**src/sv/b64u_pkg.sv**
```systemverilog
package b64u_pkg;

  localparam int unsigned QDepth = 4;
  localparam int unsigned QPtrW  = $clog2(QDepth);
  localparam int unsigned QCntW  = $clog2(QDepth + 1);

  typedef enum logic [1:0] {
    ST_OK         = 2'd0,
    ST_BAD_CHAR   = 2'd1,
    ST_TRAIL_BITS = 2'd2,
    ST_BAD_LEN    = 2'd3
  } status_t;

  typedef enum logic {
    DIR_DECODE = 1'b0,
    DIR_ENCODE = 1'b1
  } dir_t;

  typedef struct packed {
    logic [7:0] data;
    logic       data_valid;
    logic       last;
    status_t    status;
  } res_t;

  // 6-bit value to alphabet character
  function automatic logic [7:0] enc_char(input logic [5:0] v);
    logic [7:0] c;
    c = 8'h00;
    if (v < 6'd26) begin
      c = 8'h41 + {2'b00, v};
    end else if (v < 6'd52) begin
      c = 8'h61 + {2'b00, v} - 8'd26;
    end else if (v < 6'd62) begin
      c = 8'h30 + {2'b00, v} - 8'd52;
    end else if (v == 6'd62) begin
      c = 8'h2d;
    end else begin
      c = 8'h5f;
    end
    return c;
  endfunction

  // character to {ok, 6-bit value}
  function automatic logic [6:0] dec_sym(input logic [7:0] c);
    logic [6:0] r;
    r = 7'd0;
    if (c >= 8'h41 && c <= 8'h5a) begin
      r = {1'b1, 6'(c - 8'h41)};
    end else if (c >= 8'h61 && c <= 8'h7a) begin
      r = {1'b1, 6'(c - 8'h61 + 8'd26)};
    end else if (c >= 8'h30 && c <= 8'h39) begin
      r = {1'b1, 6'(c - 8'h30 + 8'd52)};
    end else if (c == 8'h2d) begin
      r = {1'b1, 6'd62};
    end else if (c == 8'h5f) begin
      r = {1'b1, 6'd63};
    end
    return r;
  endfunction

endpackage

```
**src/sv/b64u_in_if.sv**
```systemverilog
interface b64u_in_if;
  logic       valid;
  logic       ready;
  logic [7:0] in_byte;
  logic       in_last;

  modport source (output valid, output in_byte, output in_last, input ready);
  modport sink (input valid, input in_byte, input in_last, output ready);
endinterface

```
**src/sv/b64u_out_if.sv**
```systemverilog
interface b64u_out_if;
  logic       valid;
  logic       ready;
  logic [7:0] out_byte;
  logic       out_valid;
  logic       out_last;
  logic [1:0] status;

  modport source (output valid, output out_byte, output out_valid, output out_last,
                  output status, input ready);
  modport sink (input valid, input out_byte, input out_valid, input out_last,
                input status, output ready);
endinterface

```
**src/sv/base64url_codec_unpadded.sv**
```systemverilog
// Unpadded base64url codec (A-Z a-z 0-9 - _). cfg_wdata written with cfg_we picks the
// direction (1 encode, 0 decode) and clears the message state. Each accepted word is
// translated in the cycle it is accepted and its results (none, one or two) are pushed
// into a 4-entry result queue that drives the output channel, so results are registered
// before they appear. Input is taken whenever the queue has room for two results:
// with the output side always ready, one word enters per cycle while each word makes at
// most one result; a word that makes two results (encode) needs the single output port
// for both. Decode errors are sticky; on the last character a decode ends with a last
// result that carries the final byte if there is one and no error, else status only.
module base64url_codec_unpadded (
  input  logic       clk,
  input  logic       rst_n,
  input  logic       cfg_we,
  input  logic       cfg_wdata,
  b64u_in_if.sink    in_if,
  b64u_out_if.source out_if
);

  b64u_pkg::dir_t    dir_r;
  logic [11:0]       bit_buffer_r, bit_buffer_nxt;
  logic [3:0]        bit_count_r, bit_count_nxt;
  logic [1:0]        char_phase_r, char_phase_nxt;
  b64u_pkg::status_t error_r, error_nxt;

  b64u_pkg::res_t    q_r [b64u_pkg::QDepth];
  logic [b64u_pkg::QPtrW-1:0] wr_ptr_r, rd_ptr_r;
  logic [b64u_pkg::QCntW-1:0] q_cnt_r;

  b64u_pkg::res_t    res0, res1;
  logic [1:0]        n_push;
  logic              in_fire, out_fire;

  // encode path
  logic [11:0] ebuf;
  // decode path
  logic [6:0]  sym;
  logic [11:0] dbuf;
  logic [3:0]  dcnt;
  logic [1:0]  dphase;
  logic [7:0]  dbyte;
  logic        dhave;
  logic [11:0] tmask;
  b64u_pkg::status_t derr;

  assign in_if.ready = (q_cnt_r <= b64u_pkg::QCntW'(b64u_pkg::QDepth - 2));
  assign in_fire     = in_if.valid && in_if.ready;
  assign out_fire    = out_if.valid && out_if.ready;

  always_comb begin
    res0           = '0;
    res1           = '0;
    n_push         = 2'd0;
    bit_buffer_nxt = bit_buffer_r;
    bit_count_nxt  = bit_count_r;
    char_phase_nxt = char_phase_r;
    error_nxt      = error_r;

    ebuf  = {bit_buffer_r[3:0], in_if.in_byte};
    sym   = b64u_pkg::dec_sym(in_if.in_byte);
    dbuf  = {bit_buffer_r[5:0], sym[5:0]};
    dcnt  = bit_count_r;
    dphase = char_phase_r;
    dbyte = 8'h00;
    dhave = 1'b0;
    derr  = error_r;
    tmask = 12'h000;

    if (dir_r == b64u_pkg::DIR_ENCODE) begin
      res0.data_valid = 1'b1;
      res1.data_valid = 1'b1;
      bit_buffer_nxt  = ebuf;
      case (bit_count_r)
        4'd2: begin
          res0.data     = b64u_pkg::enc_char(ebuf[9:4]);
          res1.data     = b64u_pkg::enc_char({ebuf[3:0], 2'b00});
          bit_count_nxt = 4'd4;
          n_push        = in_if.in_last ? 2'd2 : 2'd1;
        end
        4'd4: begin
          res0.data     = b64u_pkg::enc_char(ebuf[11:6]);
          res1.data     = b64u_pkg::enc_char(ebuf[5:0]);
          bit_count_nxt = 4'd0;
          n_push        = 2'd2;
        end
        default: begin
          res0.data     = b64u_pkg::enc_char(ebuf[7:2]);
          res1.data     = b64u_pkg::enc_char({ebuf[1:0], 4'b0000});
          bit_count_nxt = 4'd2;
          n_push        = in_if.in_last ? 2'd2 : 2'd1;
        end
      endcase
      if (in_if.in_last) begin
        if (n_push == 2'd2) begin
          res1.last = 1'b1;
        end else begin
          res0.last = 1'b1;
        end
      end
    end else begin
      if (error_r == b64u_pkg::ST_OK) begin
        if (!sym[6]) begin
          derr = b64u_pkg::ST_BAD_CHAR;
        end else begin
          dphase         = char_phase_r + 2'd1;
          bit_buffer_nxt = dbuf;
          case (bit_count_r)
            4'd6: begin
              dcnt  = 4'd4;
              dbyte = dbuf[11:4];
              dhave = 1'b1;
            end
            4'd4: begin
              dcnt  = 4'd2;
              dbyte = dbuf[9:2];
              dhave = 1'b1;
            end
            4'd2: begin
              dcnt  = 4'd0;
              dbyte = dbuf[7:0];
              dhave = 1'b1;
            end
            default: begin
              dcnt = 4'd6;
            end
          endcase
        end
      end
      bit_count_nxt  = dcnt;
      char_phase_nxt = dphase;
      if (!in_if.in_last) begin
        res0.data       = dbyte;
        res0.data_valid = 1'b1;
        n_push          = dhave ? 2'd1 : 2'd0;
      end else begin
        tmask = (12'd1 << dcnt) - 12'd1;
        if (derr == b64u_pkg::ST_OK && dcnt != 4'd0 && dcnt < 4'd12 &&
            (bit_buffer_nxt & tmask) != 12'h000) begin
          derr = b64u_pkg::ST_TRAIL_BITS;
        end
        if (derr == b64u_pkg::ST_OK && dphase == 2'd1) begin
          derr = b64u_pkg::ST_BAD_LEN;
        end
        res0.last = 1'b1;
        n_push    = 2'd1;
        if (derr == b64u_pkg::ST_OK && dhave) begin
          res0.data       = dbyte;
          res0.data_valid = 1'b1;
        end else begin
          res0.status = derr;
        end
      end
      error_nxt = derr;
    end

    // message done: back to a clean state
    if (in_if.in_last) begin
      bit_buffer_nxt = '0;
      bit_count_nxt  = '0;
      char_phase_nxt = '0;
      error_nxt      = b64u_pkg::ST_OK;
    end
  end

  always_ff @(posedge clk) begin
    if (!rst_n) begin
      dir_r        <= b64u_pkg::DIR_DECODE;
      bit_buffer_r <= '0;
      bit_count_r  <= '0;
      char_phase_r <= '0;
      error_r      <= b64u_pkg::ST_OK;
    end else if (cfg_we) begin
      dir_r        <= b64u_pkg::dir_t'(cfg_wdata);
      bit_buffer_r <= '0;
      bit_count_r  <= '0;
      char_phase_r <= '0;
      error_r      <= b64u_pkg::ST_OK;
    end else if (in_fire) begin
      bit_buffer_r <= bit_buffer_nxt;
      bit_count_r  <= bit_count_nxt;
      char_phase_r <= char_phase_nxt;
      error_r      <= error_nxt;
    end
  end

  // result queue
  always_ff @(posedge clk) begin
    if (in_fire && n_push != 2'd0) begin
      q_r[wr_ptr_r] <= res0;
    end
    if (in_fire && n_push == 2'd2) begin
      q_r[wr_ptr_r + b64u_pkg::QPtrW'(1)] <= res1;
    end
  end

  always_ff @(posedge clk) begin
    if (!rst_n) begin
      wr_ptr_r <= '0;
      rd_ptr_r <= '0;
      q_cnt_r  <= '0;
    end else begin
      if (in_fire) begin
        wr_ptr_r <= wr_ptr_r + b64u_pkg::QPtrW'(n_push);
      end
      if (out_fire) begin
        rd_ptr_r <= rd_ptr_r + b64u_pkg::QPtrW'(1);
      end
      q_cnt_r <= q_cnt_r + (in_fire ? b64u_pkg::QCntW'(n_push) : '0)
                         - (out_fire ? b64u_pkg::QCntW'(1) : '0);
    end
  end

  assign out_if.valid     = (q_cnt_r != '0);
  assign out_if.out_byte  = q_r[rd_ptr_r].data;
  assign out_if.out_valid = q_r[rd_ptr_r].data_valid;
  assign out_if.out_last  = q_r[rd_ptr_r].last;
  assign out_if.status    = q_r[rd_ptr_r].status;

endmodule

```
**src/flat_wrapper.sv**
```systemverilog
// flat-port wrapper written by rule: the top's interface ports become plain ports
module base64url_codec_unpadded_flat 
  (clk, rst_n, cfg_we, cfg_wdata, in_if_valid, in_if_in_byte, in_if_in_last, in_if_ready, out_if_valid, out_if_out_byte, out_if_out_valid, out_if_out_last, out_if_status, out_if_ready);
  b64u_in_if in_if_i ();
  b64u_out_if out_if_i ();
  input  logic clk;
  input  logic rst_n;
  input  logic cfg_we;
  input  logic cfg_wdata;
  input wire logic [$bits(in_if_i.valid)-1:0] in_if_valid;
  input wire logic [$bits(in_if_i.in_byte)-1:0] in_if_in_byte;
  input wire logic [$bits(in_if_i.in_last)-1:0] in_if_in_last;
  output wire logic [$bits(in_if_i.ready)-1:0] in_if_ready;
  output wire logic [$bits(out_if_i.valid)-1:0] out_if_valid;
  output wire logic [$bits(out_if_i.out_byte)-1:0] out_if_out_byte;
  output wire logic [$bits(out_if_i.out_valid)-1:0] out_if_out_valid;
  output wire logic [$bits(out_if_i.out_last)-1:0] out_if_out_last;
  output wire logic [$bits(out_if_i.status)-1:0] out_if_status;
  input wire logic [$bits(out_if_i.ready)-1:0] out_if_ready;
  assign in_if_i.valid = in_if_valid;
  assign in_if_i.in_byte = in_if_in_byte;
  assign in_if_i.in_last = in_if_in_last;
  assign in_if_ready = in_if_i.ready;
  assign out_if_valid = out_if_i.valid;
  assign out_if_out_byte = out_if_i.out_byte;
  assign out_if_out_valid = out_if_i.out_valid;
  assign out_if_out_last = out_if_i.out_last;
  assign out_if_status = out_if_i.status;
  assign out_if_i.ready = out_if_ready;
  base64url_codec_unpadded u_core (.clk(clk), .rst_n(rst_n), .cfg_we(cfg_we), .cfg_wdata(cfg_wdata), .in_if(in_if_i), .out_if(out_if_i));
endmodule
```
**config.mk**
```make
export PLATFORM = sky130hd
export DESIGN_NAME = base64url_codec_unpadded_flat
export DESIGN_NICKNAME = d
export VERILOG_FILES = /design/src/sv/b64u_pkg.sv /design/src/sv/b64u_in_if.sv /design/src/sv/b64u_out_if.sv /design/src/sv/base64url_codec_unpadded.sv /design/src/flat_wrapper.sv
export SDC_FILE = /design/constraint.sdc
export NUM_CORES = 1
export LEC_CHECK = 0
export BUFFER_PORTS_ARGS = -buffer_cell sky130_fd_sc_hd__buf_2
export CAP_MARGIN = 25
export CORE_MARGIN = 3
export CORE_UTILIZATION = 67
export DETAILED_ROUTE_END_ITERATION = 8
export PLACE_DENSITY = 0.87
export SLEW_MARGIN = 20
export SYNTH_ARGS = -nofsm -noshare
export SYNTH_HDL_FRONTEND = slang
export SYNTH_SLANG_ARGS = --single-unit
```
**constraint.sdc**
```tcl
create_clock -name clk -period 12.9 [get_ports clk]
set_input_delay 1.29 -clock clk [delete_from_list [all_inputs] [get_ports clk]]
set_output_delay 1.29 -clock clk [all_outputs]
set_load 0.005 [all_outputs]
```
==> results.rst <==
.. list-table::
   :header-rows: 1

   * - Metric
     - Value
   * - Power per cell area
     - 104 nW/um^2
   * - Post-synthesis area per instance
     - 7.61 sq um
   * - Maximum number of pins on one net before global-route repair
     - 40
   * - Setup repair after global routing missed its margin
     - false
   * - Proportion of synthesized chip area in sequential cells
     - 26.9%
   * - Number of standard cells after synthesis
     - 958
   * - Final GP Congestion
     - 1.06
   * - Number of resized instances in the post-cts repair step
     - 0
   * - Number of enable flip-flop cells after synthesis
     - 40
   * - Class of the tightest hold or removal check
     - reg -> reg
   * - Warnings, synthesis
     - 0
   * - Die Height
     - 110 um
   * - Actual slew at the worst max-slew pin
     - 1.08 ns
   * - Data arrival time at the worst-slack endpoint
     - 7.39 ns
   * - Post-synth net total
     - 1008
   * - Via-per-instance ratio
     - 7.64
   * - Total die area
     - 12200 sq um
   * - Buffers inserted by post-CTS timing repair
     - 0
   * - Number of buffers created by CTS
     - 9
   * - Max capacitance violation total
     - 0
   * - 1st-iter DRT viols
     - 1370
   * - Tmin final
     - 7.19 ns
   * - Number of detailed-routing iterations run before antenna repair
     - 9
   * - First-pass GRT wire length
     - 39200 um
   * - Final Util
     - 72.2%
   * - Worst Hold Launch
     - u_core.q_r[1][0]
   * - Leak
     - 2.61 nW
   * - Distinct cell type count of the synthesized netlist
     - 73
   * - Congestion Overflow GR
     - 0
   * - Area of all sequential standard cells
     - 1960 sq um
   * - Share of Yosys cell area claimed by the top area cell type
     - 16.5%
   * - Ant diodes
     - 0
   * - Core outline area
     - 10500 sq um
   * - Total half-perimeter wirelength after legalization and detailed placement
     - 17500 um
   * - Count of pins on the block boundary
     - 29
   * - Port Buf Inserts
     - 28
   * - Buffer levels on the longest clock path
     - 2
   * - Most common cell in the synthesized netlist
     - sky130_fd_sc_hd__nand2_1
   * - Top cell type by total area after synthesis
     - sky130_fd_sc_hd__edfxtp_1
   * - Max Clock Skew
     - 0.0128 ns
   * - Run status
     - finished with violations
   * - Area growth from synthesis to final layout
     - 3.55%
   * - Library cell used as clock root buffer
     - sky130_fd_sc_hd__clkbuf_8
   * - Final total negative setup slack
     - 0 ns
   * - Number of global-route vias before repair
     - 7392
   * - Filler cells
     - 793
   * - Ys async rst share
     - 0%
   * - Level count of the clock H-tree
     - 3
   * - Hold-fix buffers at CTS
     - 0
   * - Number of routed nets with antenna violations
     - 0
   * - Layout cells sized above 1
     - 8.06%
   * - Total of flip-flops plus latches after synthesis
     - 78
   * - Flip-flop cell with the highest count after synthesis
     - sky130_fd_sc_hd__edfxtp_1
   * - Mapped Area
     - 7290 sq um
   * - Multi-input logic area
     - 4910 sq um
   * - Number of setup violations in the final report
     - 0
   * - Clock latency on the worst-skew pair
     - 0.37 ns
   * - F_max
     - 0.139 GHz
   * - Hold violation total from the final report
     - 0
   * - WL final
     - 24900 um
   * - Fin Hold WS
     - 0.486 ns
   * - Worst-case vdd ir drop
     - 0.121 mV
   * - Area contributors post-synth
     - sky130_fd_sc_hd__edfxtp_1 16%, sky130_fd_sc_hd__dfxtp_1 10%, sky130_fd_sc_hd__ha_1 5.8%
   * - Data required time of the critical path
     - 13.10 ns
   * - All-Layer GR Usage
     - 41.3%
   * - DRC
     - 3
   * - Row count
     - 37
   * - Number of sinks handled by clock tree synthesis
     - 78
   * - Slew margin rel.
     - 27.8%
   * - Failing checks
     - DRC
   * - Capturing element type of the critical path
     - flop
   * - Clock slew at the register clock pins of the worst setup and hold paths
     - 0.09 ns
   * - Pins Over Slew Limit
     - 0
   * - Clock tree from TritonCTS
     - built
   * - Start point of the critical path
     - in_if_in_byte[2]
   * - Initial standard-cell utilization of the core
     - 69.7%
   * - Via count
     - 8139
   * - Number of antenna violations at the first check in global routing
     - 0
   * - Die width
     - 110 um
   * - Reg-to-reg startpoint
     - u_core.error_r[0]
   * - Critical path peak fanout
     - 21
   * - Post-route fraction of the period consumed by the critical path
     - 55.7%
   * - Setup Crit Path Kind
     - in -> reg
   * - Commonest cells post-synth
     - 104 x sky130_fd_sc_hd__nand2_1, 100 x sky130_fd_sc_hd__nor2_1, 83 x sky130_fd_sc_hd__o21ai_0
   * - Crit path launch type
     - input pin
   * - Drt wl/cell
     - 23.3 um
   * - Net total in the final layout
     - 975
[cells in the final DEF, fill, tap and decap left out, drive strengths merged, types with 9 or more instances in the layout]
cell    netlist  routed
a21oi        82      82
clkbuf       66       9
nor2b         9       9
nand2b       11      11
buf          11      33
edfxtp       40      40
ha           34      34
xnor2        24      24
a22o          9       9
nand2       104     104
o22ai        26      26
o21ai        88      88
a31oi        14      14
a211oi       13      13
nand3        20      20
and2         14      14
nor3         35      35
or3          13      13
dfxtp        38      38
a22oi        18      18
nor2        100     100
inv          31      34
mux4         12      12
[stage by stage]
step           power, mW  instance area, sq um  instances  setup slack [ns]
6_report           0.788                  7550       1066              5.71
3_5_place_dp       0.587                  7350       1050              5.66
5_1_grt            0.822                  7550       1066              5.37
4_1_cts            0.775                  7550       1066              6.00
2_1_floorplan      0.505                  7290        958              6.19
3_3_place_gp       0.574                  7350       1050              5.87
[cells by family (layout without fill, tap and decap cells)]
family | after synthesis | in the layout | share of synthesized area, %
simple gates | 338 | 338 | 21.3
fa+ha+maj | 35 | 35 | 6.11
flops | 78 | 78 | 26.9
xor+xnor | 32 | 32 | 3.84
compound gates | 343 | 343 | 31.0
mux | 22 | 22 | 5.11
buf+inv | 110 | 82 | 5.73
[where the power goes]
| part | internal (mW) | switching (mW) |
|---|---|---|
| logic | 0.114 | 0.167 |
| clock network | 0.0921 | 0.103 |
| registers | 0.285 | 0.0277 |
[critical path: stages]
cell	delay (ns)
sky130_fd_sc_hd__buf_2	0.24
sky130_fd_sc_hd__inv_1	0.29
sky130_fd_sc_hd__ha_1	0.44
sky130_fd_sc_hd__nand3b_1	0.15
sky130_fd_sc_hd__a311oi_1	0.67
sky130_fd_sc_hd__a21o_1	0.45
sky130_fd_sc_hd__a31oi_4	0.32
sky130_fd_sc_hd__xnor2_1	0.24
sky130_fd_sc_hd__nand2_1	0.11
sky130_fd_sc_hd__ha_1	0.38
sky130_fd_sc_hd__clkinv_1	0.33
sky130_fd_sc_hd__xnor2_1	0.22
sky130_fd_sc_hd__a222oi_1	0.28
sky130_fd_sc_hd__o21ai_0	0.15
sky130_fd_sc_hd__a221oi_1	0.30
sky130_fd_sc_hd__and4b_1	0.25
sky130_fd_sc_hd__nand4_1	0.23
sky130_fd_sc_hd__o31ai_4	0.46
sky130_fd_sc_hd__a31oi_1	0.27
sky130_fd_sc_hd__o22ai_1	0.28
[path summary, 6_finish.rpt]
kind                            end  slack (ns)  cells past startpoint
setup / recovery  u_core.q_r[0][11]        5.71                     20
hold / removal     u_core.q_r[1][0]        0.49                      1
setup reg to reg  u_core.q_r[0][11]        8.03                     15
hold reg to reg    u_core.q_r[1][0]        0.49                      1
[registers in the layout, summed over array words and instances (netlist names), named ones only]
name                 flops
u_core.q_cnt_r           3
u_core.dir_r             1
u_core.bit_buffer_r     12
u_core.rd_ptr_r          2
u_core.wr_ptr_r          2
u_core.error_r           2
u_core.bit_count_r       4
u_core.q_r              48
u_core.char_phase_r      2
[cell type report]
class | instances | share of cell area (%)
clock buffers | 9 | 1.64
clock inverters | 7 | 1.08
inverters | 33 | 1.64
multi-input cells | 770 | 65.1
flip-flops and latches | 78 | 26.0
well taps | 136 | 2.25
repair buffers | 33 | 2.35
[metal layers]
| layer | wire length (um) | vias to the layer above | part of all wire, % | global-route usage, % |
|---|---|---|---|---|
| met3 | 3600 | 187 | 14 | 12.5 |
| met2 | 10800 | 770 | 44 | 62.0 |
| met4 | 1340 | 0 | 5.4 | 18.7 |
| met5 | 0 | - | 0 | 0 |
| li1 | - | 3502 | - | - |
| met1 | 9090 | 3680 | 37 | 55.0 |
(Power assumes the default switching activity.)
